**config.mk**
```make
export PLATFORM = sky130hd
export DESIGN_NAME = bnph_ctrl
export DESIGN_NICKNAME = d
export VERILOG_FILES = /design/src/hw/rtl/bnph_pkg.sv /design/src/hw/rtl/bnph_ctrl.sv
export SDC_FILE = /design/constraint.sdc
export NUM_CORES = 1
export LEC_CHECK = 0
export BUFFER_PORTS_ARGS = -buffer_cell sky130_fd_sc_hd__buf_4
export CAP_MARGIN = 20
export CORE_AREA = 10 10 47 49
export CTS_BUF_LIST = sky130_fd_sc_hd__clkbuf_2
export DETAILED_ROUTE_END_ITERATION = 10
export DIE_AREA = 0 0 57 59
export GPL_TIMING_DRIVEN = 1
export PLACE_DENSITY = 0.49
export SLEW_MARGIN = 10
export SYNTH_ARGS = -nofsm -noshare
export SYNTH_HDL_FRONTEND = slang
export SYNTH_SLANG_ARGS = --single-unit
```
**constraint.sdc**
```tcl
create_clock -name aclk -period 1.27 [get_ports aclk]
set_input_delay 0.127 -clock aclk [delete_from_list [all_inputs] [get_ports aclk]]
set_output_delay 0.127 -clock aclk [all_outputs]
set_load 0.05 [all_outputs]
```
**src/hw/rtl/bnph_pkg.sv**
```systemverilog
// Shared types and constants for the byte and nibble-pair histogram.
package bnph_pkg;

    localparam logic [1:0] CMD_COUNT = 2'd0;
    localparam logic [1:0] CMD_READ  = 2'd1;
    localparam logic [1:0] CMD_CLEAR = 2'd2;

    localparam logic [2:0] SEL_LO_NIB  = 3'd0;
    localparam logic [2:0] SEL_HI_NIB  = 3'd1;
    localparam logic [2:0] SEL_BYTE    = 3'd2;
    localparam logic [2:0] SEL_PAIR_LO = 3'd3;
    localparam logic [2:0] SEL_PAIR_HI = 3'd4;

    localparam logic [1:0] ST_OK      = 2'd0;
    localparam logic [1:0] ST_ZERO    = 2'd1;
    localparam logic [1:0] ST_BAD_BIN = 2'd2;

    localparam logic [14:0] PERCENT_MAX = 15'd25600;
    localparam int          DIV_STEPS   = 16;

    typedef enum logic [2:0] {
        S_CLEAR,
        S_IDLE,
        S_RD_WAIT,
        S_RD_DATA,
        S_DIV,
        S_OUT
    } state_t;

    // controller -> datapath
    typedef struct packed {
        logic clr_we;     // write zero at clear address
        logic clr_start;  // reset clear address and pair state
        logic clr_step;   // advance clear address
        logic cnt_fire;   // count accepted byte
        logic rd_capture; // latch read request
        logic rd_load;    // load RAM data and start divide
        logic div_step;   // one long-division step
        logic out_load;   // load result register
    } ctrl_cmd_t;

    // datapath -> controller
    typedef struct packed {
        logic clr_last;
        logic div_last;
        logic cnt_busy;   // pipeline write still pending
    } ctrl_status_t;

endpackage

```
**src/hw/rtl/bnph_ctrl.sv**
```systemverilog
// Controller state machine: clearing sweep, counting, read sequencing.
module bnph_ctrl (
    input  logic                  aclk,
    input  logic                  aresetn,
    input  logic                  s_valid,
    input  logic [1:0]            s_cmd,
    output logic                  s_ready,
    output logic                  m_valid,
    input  logic                  m_ready,
    input  bnph_pkg::ctrl_status_t sts,
    output bnph_pkg::ctrl_cmd_t   cmd
);
    bnph_pkg::state_t state_reg, state_next;
    logic             m_valid_reg, m_valid_next;
    logic             acc;

    assign acc = s_valid && s_ready;
    assign m_valid = m_valid_reg;

    // next state
    always_comb begin
        state_next   = state_reg;
        m_valid_next = m_valid_reg;
        if (m_valid_reg && m_ready) begin
            m_valid_next = 1'b0;
        end
        case (state_reg)
            bnph_pkg::S_CLEAR: begin
                if (sts.clr_last) begin
                    state_next = bnph_pkg::S_IDLE;
                end
            end
            bnph_pkg::S_IDLE: begin
                if (acc && s_cmd == bnph_pkg::CMD_CLEAR) begin
                    state_next = bnph_pkg::S_CLEAR;
                end else if (acc && s_cmd == bnph_pkg::CMD_READ) begin
                    state_next = bnph_pkg::S_RD_WAIT;
                end
            end
            bnph_pkg::S_RD_WAIT: state_next = bnph_pkg::S_RD_DATA;
            bnph_pkg::S_RD_DATA: state_next = bnph_pkg::S_DIV;
            bnph_pkg::S_DIV: begin
                if (sts.div_last) begin
                    state_next = bnph_pkg::S_OUT;
                end
            end
            bnph_pkg::S_OUT: begin
                if (!m_valid_reg || m_ready) begin
                    m_valid_next = 1'b1;
                    state_next   = bnph_pkg::S_IDLE;
                end
            end
            default: state_next = bnph_pkg::S_IDLE;
        endcase
    end

    // outputs
    always_comb begin
        cmd     = '0;
        s_ready = 1'b0;
        case (state_reg)
            bnph_pkg::S_CLEAR: begin
                cmd.clr_we   = 1'b1;
                cmd.clr_step = 1'b1;
            end
            bnph_pkg::S_IDLE: begin
                // reads and clears wait for the last count write to land
                s_ready = !(sts.cnt_busy && s_cmd != bnph_pkg::CMD_COUNT);
                cmd.cnt_fire   = acc && s_cmd == bnph_pkg::CMD_COUNT;
                cmd.rd_capture = acc && s_cmd == bnph_pkg::CMD_READ;
                cmd.clr_start  = acc && s_cmd == bnph_pkg::CMD_CLEAR;
            end
            bnph_pkg::S_RD_DATA: cmd.rd_load = 1'b1;
            bnph_pkg::S_DIV:     cmd.div_step = 1'b1;
            bnph_pkg::S_OUT:     cmd.out_load = !m_valid_reg || m_ready;
            default: ;
        endcase
    end

    always_ff @(posedge aclk) begin
        if (!aresetn) begin
            state_reg   <= bnph_pkg::S_CLEAR;
            m_valid_reg <= 1'b0;
        end else begin
            state_reg   <= state_next;
            m_valid_reg <= m_valid_next;
        end
    end
endmodule

```
## Word-level counts from Yosys, hierarchy flattened

Cells that the tools add are included.

| storage, ports and cells | value |
|---|---|
| register bits after elaboration | 4 |
| input port bits | 9 |
| output and inout port bits | 10 |
| logic and storage cells | 42 |

| operators by class | value |
|---|---|
| equal/unequal tests | 11 |
| multiplexer cells | 16 |
| reduce and logical (&&, ||, !) cells | 13 |

Operators by type and width:

| operator | number |
|---|---|
| $pmux W3 S6 | 1 |
| $mux W3 | 5 |
| $mux W1 | 9 |
| $eq A3 B2 Y1 const B | 2 |
| $eq A3 B3 Y1 const B | 2 |
| $logic_and A1 B1 Y1 | 6 |
| $ne A2 B2 Y1 const B | 3 |
| $reduce_and A4 Y1 | 1 |
| $eq A3 B1 Y1 const B | 1 |
| $logic_not A3 Y1 | 1 |
| $ne A3 B3 Y1 const B | 1 |
| $eq A2 B1 Y1 const B | 1 |
| $eq A2 B2 Y1 const B | 1 |
| $logic_not A1 Y1 | 2 |
| $logic_not A2 Y1 | 1 |
| $mux W2 | 1 |
| $reduce_bool A2 Y1 | 1 |
| $logic_or A1 B1 Y1 | 1 |

## Longest topological paths before layout

Gate-level depths: netlist of run 1.

| depth | value |
|---|---|
| word-level depth | 9 |
| depth in mapped cells | 4 |
| mapped depth without buffers | 4 |

## Worst setup path after synthesis of run 1

OpenSTA, ideal clock, no wires.

| timing path | value |
|---|---|
| kind | register to output |
| from | register state_reg[0] |
| to | output cmd[3] (netlist bit) |
| arrival time | 2.176 ns |
| data required time | 1.143 ns |
| path slack | -1.033 ns |
| stages on the path, launching flop included | 4 |
| path buffers | 0 |
| cells stage by stage | dfxtp_1 > nor2b_2 > nand2b_2 > nor4_1 |

RTL lines:

| what | line | text |
|---|---|---|
| start, declared | bnph_ctrl.sv:13 | `bnph_pkg::state_t state_reg, state_next;` |
| start signal, assigned | bnph_ctrl.sv:82 | `state_reg <= bnph_pkg::S_CLEAR;` |
| start signal, assigned | bnph_ctrl.sv:85 | `state_reg <= state_next;` |
| end, declared | bnph_ctrl.sv:11 | `output bnph_pkg::ctrl_cmd_t cmd` |

==> results of run 1 <==
## worst max-delay path, stage by stage, from the launching register on
cell and delay [ps]:
dfxtp_4 330, buf_4 130, buf_6 120, and3b_2 230, nor2b_4 130, buf_8 160
## power by group
| group | total, mW | switching, mW | internal [mW] |
|---|---|---|---|
| registers | 0.145 | 0.00773 | 0.137 |
| clock network | 0.138 | 0.0548 | 0.0832 |
| logic | 0.392 | 0.208 | 0.184 |
## metal layers
layer  vias to the layer above  GRT usage (%)  routed length (microns)
met5                         -              0                        0
met4                         0           5.03                        0
met3                         0           2.79                      106
met2                        11           11.0                      621
met1                       175           7.21                      428
li1                        204              -                        -
## final timing paths
check / end / slack, ps / cells past startpoint
max: cmd[0] / -170 / 5
min: m_valid / 160 / 2
min reg2reg: state_reg[0] / 650 / 2
max reg2reg: state_reg[2] / -10 / 6
## area by class of cell
type                    instances  area [sq um]
clock buffers                   4          20.0
fillers                       136           681
inverters                       3          11.3
multi-input cells              31           307
flip-flops and latches          4          85.1
well taps                      16          20.0
repair buffers                 30           278
## kinds of logic (layout without fill, tap and decap cells)
| logic type | Yosys count | count (layout) | share of synthesized area (%) |
|---|---|---|---|
| compound gates | 6 | 6 | 13.5 |
| xor+xnor | 1 | 1 | 2.69 |
| buf+inv | 4 | 37 | 5.77 |
| flops | 4 | 4 | 24.6 |
| mux | 3 | 3 | 9.23 |
| simple gates | 21 | 21 | 44.2 |
## synthesized netlist by cell type, types with 2 or more instances
library cell / number
nor3_1: 2
nor2_1: 2
mux2i_1: 3
nand2_1: 3
inv_1: 2
dfxtp_1: 4
o21ai_0: 2
nor2b_1: 2
nor4b_2: 2
## stage by stage
stage / hold slack, ps / TNS, ps / instance area (sq um)
final: 160 / -855 / 721
after detailed placement: 381 / 0 / 563
after global placement: 380 / 0 / 563
after CTS: 150 / -606 / 644
after global routing: 175 / -1510 / 721
after floorplan: 244 / -306 / 393
## what timing repair did
| action | CTS | global route |
|---|---|---|
| endpoints found under the setup margin | 6 | 10 |
| hold endpoints to repair | 0 | 0 |
| buffers inserted | 3 | 6 |
| pin swaps | 3 | 6 |
| resized for setup | 11 | 9 |
==> metrics list, run 1 <==
- Number of enable-type register cells in the synthesized netlist: 0
- Remaining global-route overflow: 0
* Proportion of synthesized flip-flops having asynchronous set or reset: 0%
- Arr. time, crit path: approximately 1300 ps
* CTS max path bufs: 2
* Post-layout util: between 50% and 60%
- Via count of the routed design: between 300 and 400
* Area growth, synth to finish: 122%
- Counting I/O delays and the setup requirement, the final critical path takes between 1000 and 1500 ps.
- Peak supply drop: 459 uV
- The worst pin sits at a relative slew slack of 77.3%.
- Across the run, the number of max-cap violations was 0.
* Hold wc startpoint: aresetn
- Commonest cells after routing, fill and taps aside: 18 x buf_4, 10 x buf_6, 4 x clkbuf_2
- Counting every sink on the clock net gives 4.
- Number of flip-flops and latches in the synthesized netlist: 4
* Run status: finished, violations left
- Once routing completed, OpenROAD measured the worst setup slack at -168 ps.
* Clock transition at path regs: approximately 50 ps
- Number of flip-flops under the largest register name: 3
- After detailed routing, the total wire length is around 1200 microns.
- In this run, post-CTS hold repair placed 0 buffers.
* Setup CP Type: flop to output port
* Chip width: between 50 and 60 microns
- After synthesis, flip-flops and latches occupy approximately a quarter of the total area.
- The analysis attributes to cell leakage a power of about 0.33 nW.
* DRC errors left: 0
- The largest total area in the synthesized netlist belongs to dfxtp_1.
- During synthesis, Yosys emitted a total of 0 warnings.
* Tot Pwr: 0.675 mW
- Gp weighted congestion: between 0.7 and 0.8
- Rows: 14
- Total Routing Usage GR: 6.90%
- Distinct cells, synth: 26
- Setup violations remaining at the end of the flow were counted as 10.
- Startpoint of the lowest-slack register-to-register path: state_reg[0]
* Areal power density over the cells: 937 nW/um^2
- Vias per cell: around 4.4
- For this run, the post-layout net count is 82.
* Half-perimeter wire length of the detailed placement result: around 880 microns
- RSZ-0062 raised after global routing: yes
- Tracing the worst setup path back leads to its startpoint at state_reg[0].
* Peak fanout along the critical path: 4
- The first TritonRoute pass finished after 3 iterations.
- In this run the vertical extent of the chip is approximately 60 microns.
- In this run, placement finished with an instance count of 75.
* Clock tree from TritonCTS: done
* Peak clock frequency supported by timing: between 600 and 700 MHz
- Non-filler instance count after layout: 88
* Startpoint class of the critical path: flop
* Proportion of layout cells with a drive suffix above 1: ~75%
- Among all flip-flop cells after synthesis, the most frequent one is dfxtp_1.
- The number of antenna violations at the first check in global routing came to 0.
- The cell count after synthesis came out at 39.
* Pin count of the biggest net entering global routing: 7
- Root Buffer: clkbuf_2
* Starting Density: between 20% and 30%
* Synth Area per Inst: 8.34 sq um
* Average wire per cell in the routed design: roughly 13 microns
* Actual transition at the worst max-transition pin: around 340 ps
- The via count of the first global-routing pass is roughly 390.
- In this run the number of H-tree levels came out at 1.
* Antenna-violating nets left: 0
- Final Hold Vio Count: 0
- Die ar.: 3360 sq um
- Synth top area share: approximately a quarter
* Number of DRC markers after the initial detailed-route iteration: 2
* Clock buffer count from CTS: 3
* Count of input and output buffers: 18
- Type of the most critical hold path: input pin to flop
* Post-Synthesis Cell Area: between 300 and 400 sq um
- By area the synthesized netlist is led by dfxtp_1 25%, mux2i_1 9.2%, nor4b_2 9.2%.
* Net count after synthesis: between 40 and 50
* Worst setup slack after placement: slightly below 30 ps
- CP endpoint kind: output port
- 0 antenna diodes ended up in the layout.
- CP required: approximately 1100 ps
* Violated checks: negative setup slack
* Commonest non-fill, non-tap cell in the layout: buf_4
* Core ar.: 1400 sq um
- For the worst-skew pair, the clock arrives at the later sink with an insertion delay of 210 ps.
- Part of the cycle the worst path needs: 113%
- The clock arrives with roughly 9.3 ps of skew.
- The max-slew violation count came to 0.
- In this run the count of I/O pins placed on the die edge is 19.
- Global-route wire length before repair: about 1800 microns
No activity file was read; power rests on OpenSTA's default activity.
==> run 2: changes to the inputs <==
PLACE_DENSITY = unset   (was 0.49)
==> run 2 against run 1 <==
Cell count shrank 3.4%. Utilization shrank 1.2 points. Largest power group unchanged. The flow still finishes with violations (negative setup slack). Hold slack lost 0.97 ps. First-iteration DRC count grew 50%. Combinational power shrank 7.9%. Global-route usage shrank 0.62 points. Largest cell class unchanged.
==> metrics list, run 2 (same netlist as run 1, synthesis figures left out) <==
* Peak clock frequency supported by timing: 698 MHz (+0.43%)
- Min Clock Period, post-route: 1430 ps (-6.11 ps)
* CP required: 1140 ps (about the same)
* Worst hold-check slack: 159 ps (-0.967 ps)
* Chip width: 57 microns (unchanged)
- met2 is the most crowded layer.
- The setup skew after layout came to 6.95 ps (-2.38 ps).
- Instance count on the critical path: 5 (unchanged)
* Clock tree from TritonCTS: done
- Number of clock sinks: 4 (unchanged)
- The first-pass GRT wire length is 1720 microns (-6.0%).
* GR Layer Usage met3: 2.79% (unchanged)
- The number of H-tree levels is 1 (unchanged).
- Max-slew violations: 0 (unchanged)
- The number of DRC markers after the initial detailed-route iteration came to 3 (+1).
- The worst setup path is of the flop to output port kind.
* Minimum setup slack in the final design: -162 ps (+6.11 ps)
* Proportion of layout cells with a drive suffix above 1: 75.4% (+0.36 points)
* Net load switching power: 0.266 mW (-1.5%)
- The number of antenna violations at the first check in global routing was 0 (unchanged).
- The minimum setup slack after placement came to 14.5 ps (-14.3 ps).
* Rows: 14 (unchanged)
- The clock transition at the registers of the reported paths came to 60 ps (about the same).
* Final Hold Vio Count: 0 (unchanged)
- The worst setup path is launched from a flop.
* Average wire per cell in the routed design: 12.6 microns (-4.4%)
- Total Routing Usage GR: 6.28% (-0.62 points)
- Area growth, synth to finish: 117%
* Setup_tns: -738 ps (+117 ps)
* Type of the most critical hold path: input pin to flop
- The worst-skew pair later-pin latency came to 210 ps (about the same).
- Count of input and output buffers: 18 (unchanged)
- Run status: finished, violations left
* Min-Delay Path Depth: 2 (unchanged)
- Vias per cell: 4.52 (+1.9%)
- The transition at the pin with the smallest max-transition slack is 442 ps (+102 ps).
- The worst path buffer plus inverter count was 3 (unchanged).
- Root Buffer: clkbuf_2
- The starting density of the core is 23.2% (unchanged).
- Total area of sequential cells: 86.3 sq um (+1.5%)
- Commonest cells after routing, fill and taps aside: 15 x buf_4, 10 x buf_6, 4 x clkbuf_2
- Violated checks: negative setup slack
- The total I/O pin count came to 19 (unchanged).
* RSZ-0062 raised after global routing: yes
- The maximum fanout along the worst path is 4 (unchanged).
- Die ar.: 3360 sq um (unchanged)
* Number of iterations in the first detailed-routing pass: 4 (+1)
- The overall overflow remaining after global route is 0 (unchanged).
* Total Nets Final: 79 (-3.7%)
- The via count of the first global-routing pass came to 427 (+8.9%).
- CTS max path bufs: 2 (unchanged)
- The clock network power share was 21.7% (+1.3 points).
- The total of max-cap violations came to 0 (unchanged).
* Sw Ratio: 40.7% (+0.69 points)
* Arr. time, crit path: 1310 ps (about the same)
- The final routed DRC violation total was 0 (unchanged).
- Cells traversed along the worst timing path: buf_4 > buf_6 > and3b_2 > nor2b_4 > buf_8
- The slowest stage of the critical path is the dfxtp_4 cell.
* Part of the power in registers: 23.0% (+1.5 points)
- The number of buffers added to fix hold violations after cts came to 0 (unchanged).
* Final number of setup-violating endpoints: 7 (-3)
- Biggest cell delay along the critical path: 340 ps (about the same)
- The routability congestion estimate from global placement was 0.823 (+6.5%).
- Part of the cycle the worst path needs: 113% (-0.48 points)
- Via count of the routed design: 384 (-1.5%)
- The met1 track demand over resource in global routing was 6.56% (-0.65 points).
* Core ar.: 1400 sq um (unchanged)
- The flip-flop count of the largest register after layout is 3 (unchanged).
- STA classifies the critical path endpoint as an output port.
- The die extent in y came to 59 microns (unchanged).
* Combined area of the multi-input logic cells: 312 sq um (+1.6%)
- Combinational share of power: 55.2% (-2.9 points)
- Internal power component: 0.388 mW (-4.2%)
- Clock buffer count from CTS: 3 (unchanged)
- Half-perimeter wire length of the detailed placement result: 824 microns (-6.7%)
- GR met2 Demand/Resource: 9.77% (-1.2 points)
- The areal power density over the cells was 928 nW/um^2 (-0.90%).
- Antenna-violating nets left: 0 (unchanged)
* Pin count of the biggest net entering global routing: 7 (unchanged)
* Peak supply drop: 637 uV (+39%)
* Fill cell instance count of the final layout: 139 (+2.2%)
- The worst slew margin relative to its limit was 70.5% (-6.8 points).
- LEAKAGE: 0.333 nW (+0.15%)
- The cell family contributing the most delay on the critical path is buffers and inverters.
- Antenna diode count: 0 (unchanged)
- Total Wirelength: 1070 microns (-7.7%)
- The library cell used most frequently in the layout, excluding fill and tap cells, is buf_4.
- Length in cells of the worst reg-to-reg path: 7 (+1)
[run 2: changes by cell type in the layout (fill, tap and decap cells not counted), sizes merged]
cell	previous run	this run
buf	30	27
[run 2: cell type report]
class | instances | share of cell area (%)
Multi-Input combinational cell | 31 | 44.2
Timing Repair Buffer | 27 | 36.2
Sequential cell | 4 | 12.3
Clock buffer | 4 | 2.84
Tap cell | 16 | 2.84
Inverter | 3 | 1.60
[run 2: repair_timing]
| action | in CTS | in global routing |
|---|---|---|
| setup buffers | 6 | 1 |
| pin swaps | 5 | 3 |
| gates resized for setup | 14 | 8 |
| endpoints found under the setup margin | 6 | 11 |
[run 2: routing by layer]
layer / up-vias / part of all wire [%]
met5: - / 0
met4: 0 / 0
met3: 0 / 7.8
met2: 17 / 50
met1: 172 / 42
li1: 195 / -
[run 2: path summary, 6_finish.rpt]
check | from | to | slack [ps]
setup reg to reg | state_reg[0] | state_reg[2] | -30
hold reg to reg | state_reg[2] | state_reg[1] | 570
hold / removal | aresetn | m_valid | 160
setup / recovery | state_reg[0] | cmd[0] | -160
[run 2: through the flow]
| stage | power [mW] | cells | utilization (%) | area, sq um |
|---|---|---|---|---|
| CTS | 0.659 | 85 | 48.6 | 681 |
| global route | 0.703 | 85 | 50.3 | 704 |
| finish | 0.654 | 85 | 50.3 | 704 |
| detailed placement | 0.452 | 75 | 40.2 | 563 |
| global placement | 0.450 | 75 | 40.2 | 563 |
| floorplan | 0.366 | 39 | - | 393 |
[run 2: power groups by stage]
stage	sequential (mW)	clock [mW]	combinational [mW]
floorplan	0.159	0	0.207
global placement	0.149	0	0.302
detailed placement	0.150	0	0.303
CTS	0.147	0.156	0.356
global route	0.152	0.167	0.384
finish	0.151	0.142	0.361
==> run 3: changes to the inputs <==
PLACE_DENSITY = 0.5   (was unset)
==> run 3 against run 2 <==
The flow still finishes with violations (negative setup slack). Hold slack improved by 4.8 ps. Power decreased by 2.5%. Clock power decreased by 3%. Via count decreased by 1.8%. Critical path depth decreased by 1. Routed wire length decreased by 2.7%. Global-route usage increased by 0.54 points. Clock-buffer cell count unchanged. Sequential share of layout area increased by 0.47 points. Flip-flop and latch count unchanged. Register-to-register slack improved by 130 ps. Highest routed layer is now met4.
==> metrics list, run 3 (same netlist as run 1, synthesis figures left out) <==
- Commonest non-fill, non-tap cell in the layout: buf_4
* Area growth, synth to finish: 108%
- Core ar.: 1400 sq um (unchanged)
- Worst R2R End: state_reg[2]
- Part of the cycle the worst path needs: 109% (-3.4 points)
- The shortest clock period the worst path allows after layout came to 1390 ps (-42.6 ps).
- Via count of the first global-routing pass: 411 (-3.7%)
- DRC errors left: 0 (unchanged)
* LEAKAGE: 0.311 nW (-6.5%)
- Type of the most critical hold path: input pin to flop
- # hold bufs at CTS: 0 (unchanged)
- Clock transition at path regs: 50 ps (about the same)
* Fill cell instance count of the final layout: 143 (+2.9%)
* Biggest cell delay along the critical path: 330 ps (about the same)
* Average wire per cell in the routed design: 12.2 microns (-2.7%)
- The areal power density over the cells was 940 nW/um^2 (+1.3%).
* Starting Density: 23.2% (unchanged)
- Number of levels the H-tree was split into: 1 (unchanged)
- The worst-skew pair later-pin latency came to 210 ps (about the same).
- The placement row count was 14 (unchanged).
* Worst setup slack after placement: 30.4 ps (+15.9 ps)
* Chip width: 57 microns (unchanged)
- Die ar.: 3360 sq um (unchanged)
- The total via count in the routed design came to 377 (-1.8%).
- STA classifies the critical path endpoint as an output port.
- The final count of hold timing violations was 0 (unchanged).
- Peak clock frequency supported by timing: 720 MHz (+3.1%)
- The power consumption came to 0.638 mW (-2.5%).
- CP Capture Point: cmd[6]
- The number of antenna violations at the first check in global routing is 0 (unchanged).
- Arr. time, crit path: 1260 ps (-50 ps)
- Startpoint class of the critical path: flop
* Crit path max-delay cell type: dfxtp_4
- The total I/O pin count was 19 (unchanged).
- Startpoint of the most critical setup path: state_reg[0]
- The worst setup slack for register-to-register paths is 100 ps (+130 ps).
* Minimum setup slack in the final design: -120 ps (+42.6 ps)
- Number of flip-flops under the largest register name: 3 (unchanged)
- Pin count of the biggest net entering global routing: 6 (-1)
- The share of final-layout standard cells stronger than drive strength 1 is 72.5% (-2.9 points).
- The maximum fanout along the worst path is 5 (+1).
* Gp weighted congestion: 0.710 (-14%)
- Global-route wire length before repair: 1750 microns (+1.6%)
- Clock tree from TritonCTS: done
* Vias per cell: 4.44 (-1.8%)
* Fraction of power consumed by the clock network: 21.6% (about the same)
- The deepest clock path buffer count is 2 (unchanged).
* Internal power component: 0.384 mW (-0.98%)
* Peak supply drop: 444 uV (-30%)
- Crit path buffers/inverters: 1 (-2)
- The sequential power share was 23.1% (about the same).
* Remaining global-route overflow: 0 (unchanged)
- Sw Ratio: 39.8% (-0.92 points)
- The number of DRC markers after the initial detailed-route iteration was 1 (-2).
- Total Nets Final: 79 (unchanged)
- The minimum hold slack is 164 ps (+4.80 ps).
- Cells traversed along the worst timing path: nor2b_4 > nand2b_4 > nor4b_4 > buf_6
- The worst path required time came to 1140 ps (about the same).
- Combinational share of power: 55.3% (about the same)
- Commonest cells after routing, fill and taps aside: 17 x buf_4, 9 x buf_6, 4 x clkbuf_2
- The total of endpoints with negative setup slack in the final report was 5 (-2).
- The final non-filler cell area was 678 sq um (-3.7%).
- The flow ran to the end, but the final reports show violations.
- The cell area after placement was 578 sq um (+2.7%).
- Die outline height: 59 microns (unchanged)
- The final standard cell utilization of the core is 48.4% (-1.9 points).
* Max-slew violations: 0 (unchanged)
- The worst slew margin relative to its limit came to 79.8% (+9.4 points).
- The number of search-and-repair iterations in the first detailed-routing pass was 2 (-2).
- Instance count on the critical path: 4 (-1)
- Actual transition at the worst max-transition pin: 302 ps (-141 ps)
* Antenna-violating nets left: 0 (unchanged)
* Number of cells in the design after placement: 77 (+2.7%)
- The setup skew after layout is 7.96 ps (+1.01 ps).
* Length in cells of the worst reg-to-reg path: 5 (-2)
- CP delay by family, top: simple AND/OR/NAND/NOR gates
* Half-perimeter wire length of the detailed placement result: 889 microns (+7.9%)
- The critical path is of the flop to output port type.
- The number of antenna repair diodes came to 0 (unchanged).
- The total of max-cap violations came to 0 (unchanged).
- Net load switching power: 0.254 mW (-4.7%)
- Setup repair after global routing could not meet its margin everywhere.
- Setup_tns: -428 ps (+309 ps)
- Clock tree synthesis selected as its root buffer the cell clkbuf_2.
- Non-filler instance count after layout: 85 (unchanged)
- Count of input and output buffers: 18 (unchanged)
- Total Routing Usage GR: 6.82% (+0.54 points)
* Number of clock sinks: 4 (unchanged)
* Violated checks: negative setup slack
- The number of clock buffers inserted by TritonCTS was 3 (unchanged).
* Total Wirelength: 1040 microns (-2.7%)
- The worst register-to-register path begins at state_reg[0].
run 3: cell counts in the layout (fill, tap and decap cells not counted):
No cell type changed its count.
run 3: worst min-delay path by stage:
stage	slack [ps]	startpoint	depth (start not counted)	endpoint
3_5_place_dp	380	aresetn	2	m_valid
2_1_floorplan	240	aresetn	1	m_valid
3_3_place_gp	370	aresetn	2	m_valid
4_1_cts	150	aresetn	2	m_valid
5_1_grt	160	aresetn	2	m_valid
6_report	160	aresetn	2	m_valid
run 3: layout make-up:
type | count | area, sq um | area share [%]
flip-flops and latches | 4 | 86.3 | 12.7
well taps | 16 | 20.0 | 2.95
multi-input cells | 31 | 297 | 43.7
inverters | 3 | 11.3 | 1.66
clock buffers | 4 | 20.0 | 2.95
repair buffers | 27 | 244 | 36.0
run 3: metal layers:
layer  routed length, microns  global-route usage (%)  vias to the layer above
met3                       84                    2.79                        2
met1                      424                    6.26                      164
met5                        0                       0                        -
met2                      501                    10.5                       15
met4                       27                    8.05                        0
li1                         -                       -                      196
run 3: what timing repair did:
action,CTS,global route
buffers inserted,3,1
pin swaps,2,2
resized for setup,9,5
endpoints found under the setup margin,6,9
run 3: power by group through the flow:
stage	logic, mW	clock network (mW)	registers (mW)
after floorplan	0.207	0	0.159
after global placement	0.312	0	0.149
after detailed placement	0.311	0	0.149
after CTS	0.341	0.149	0.146
after global routing	0.377	0.162	0.149
final	0.353	0.138	0.147
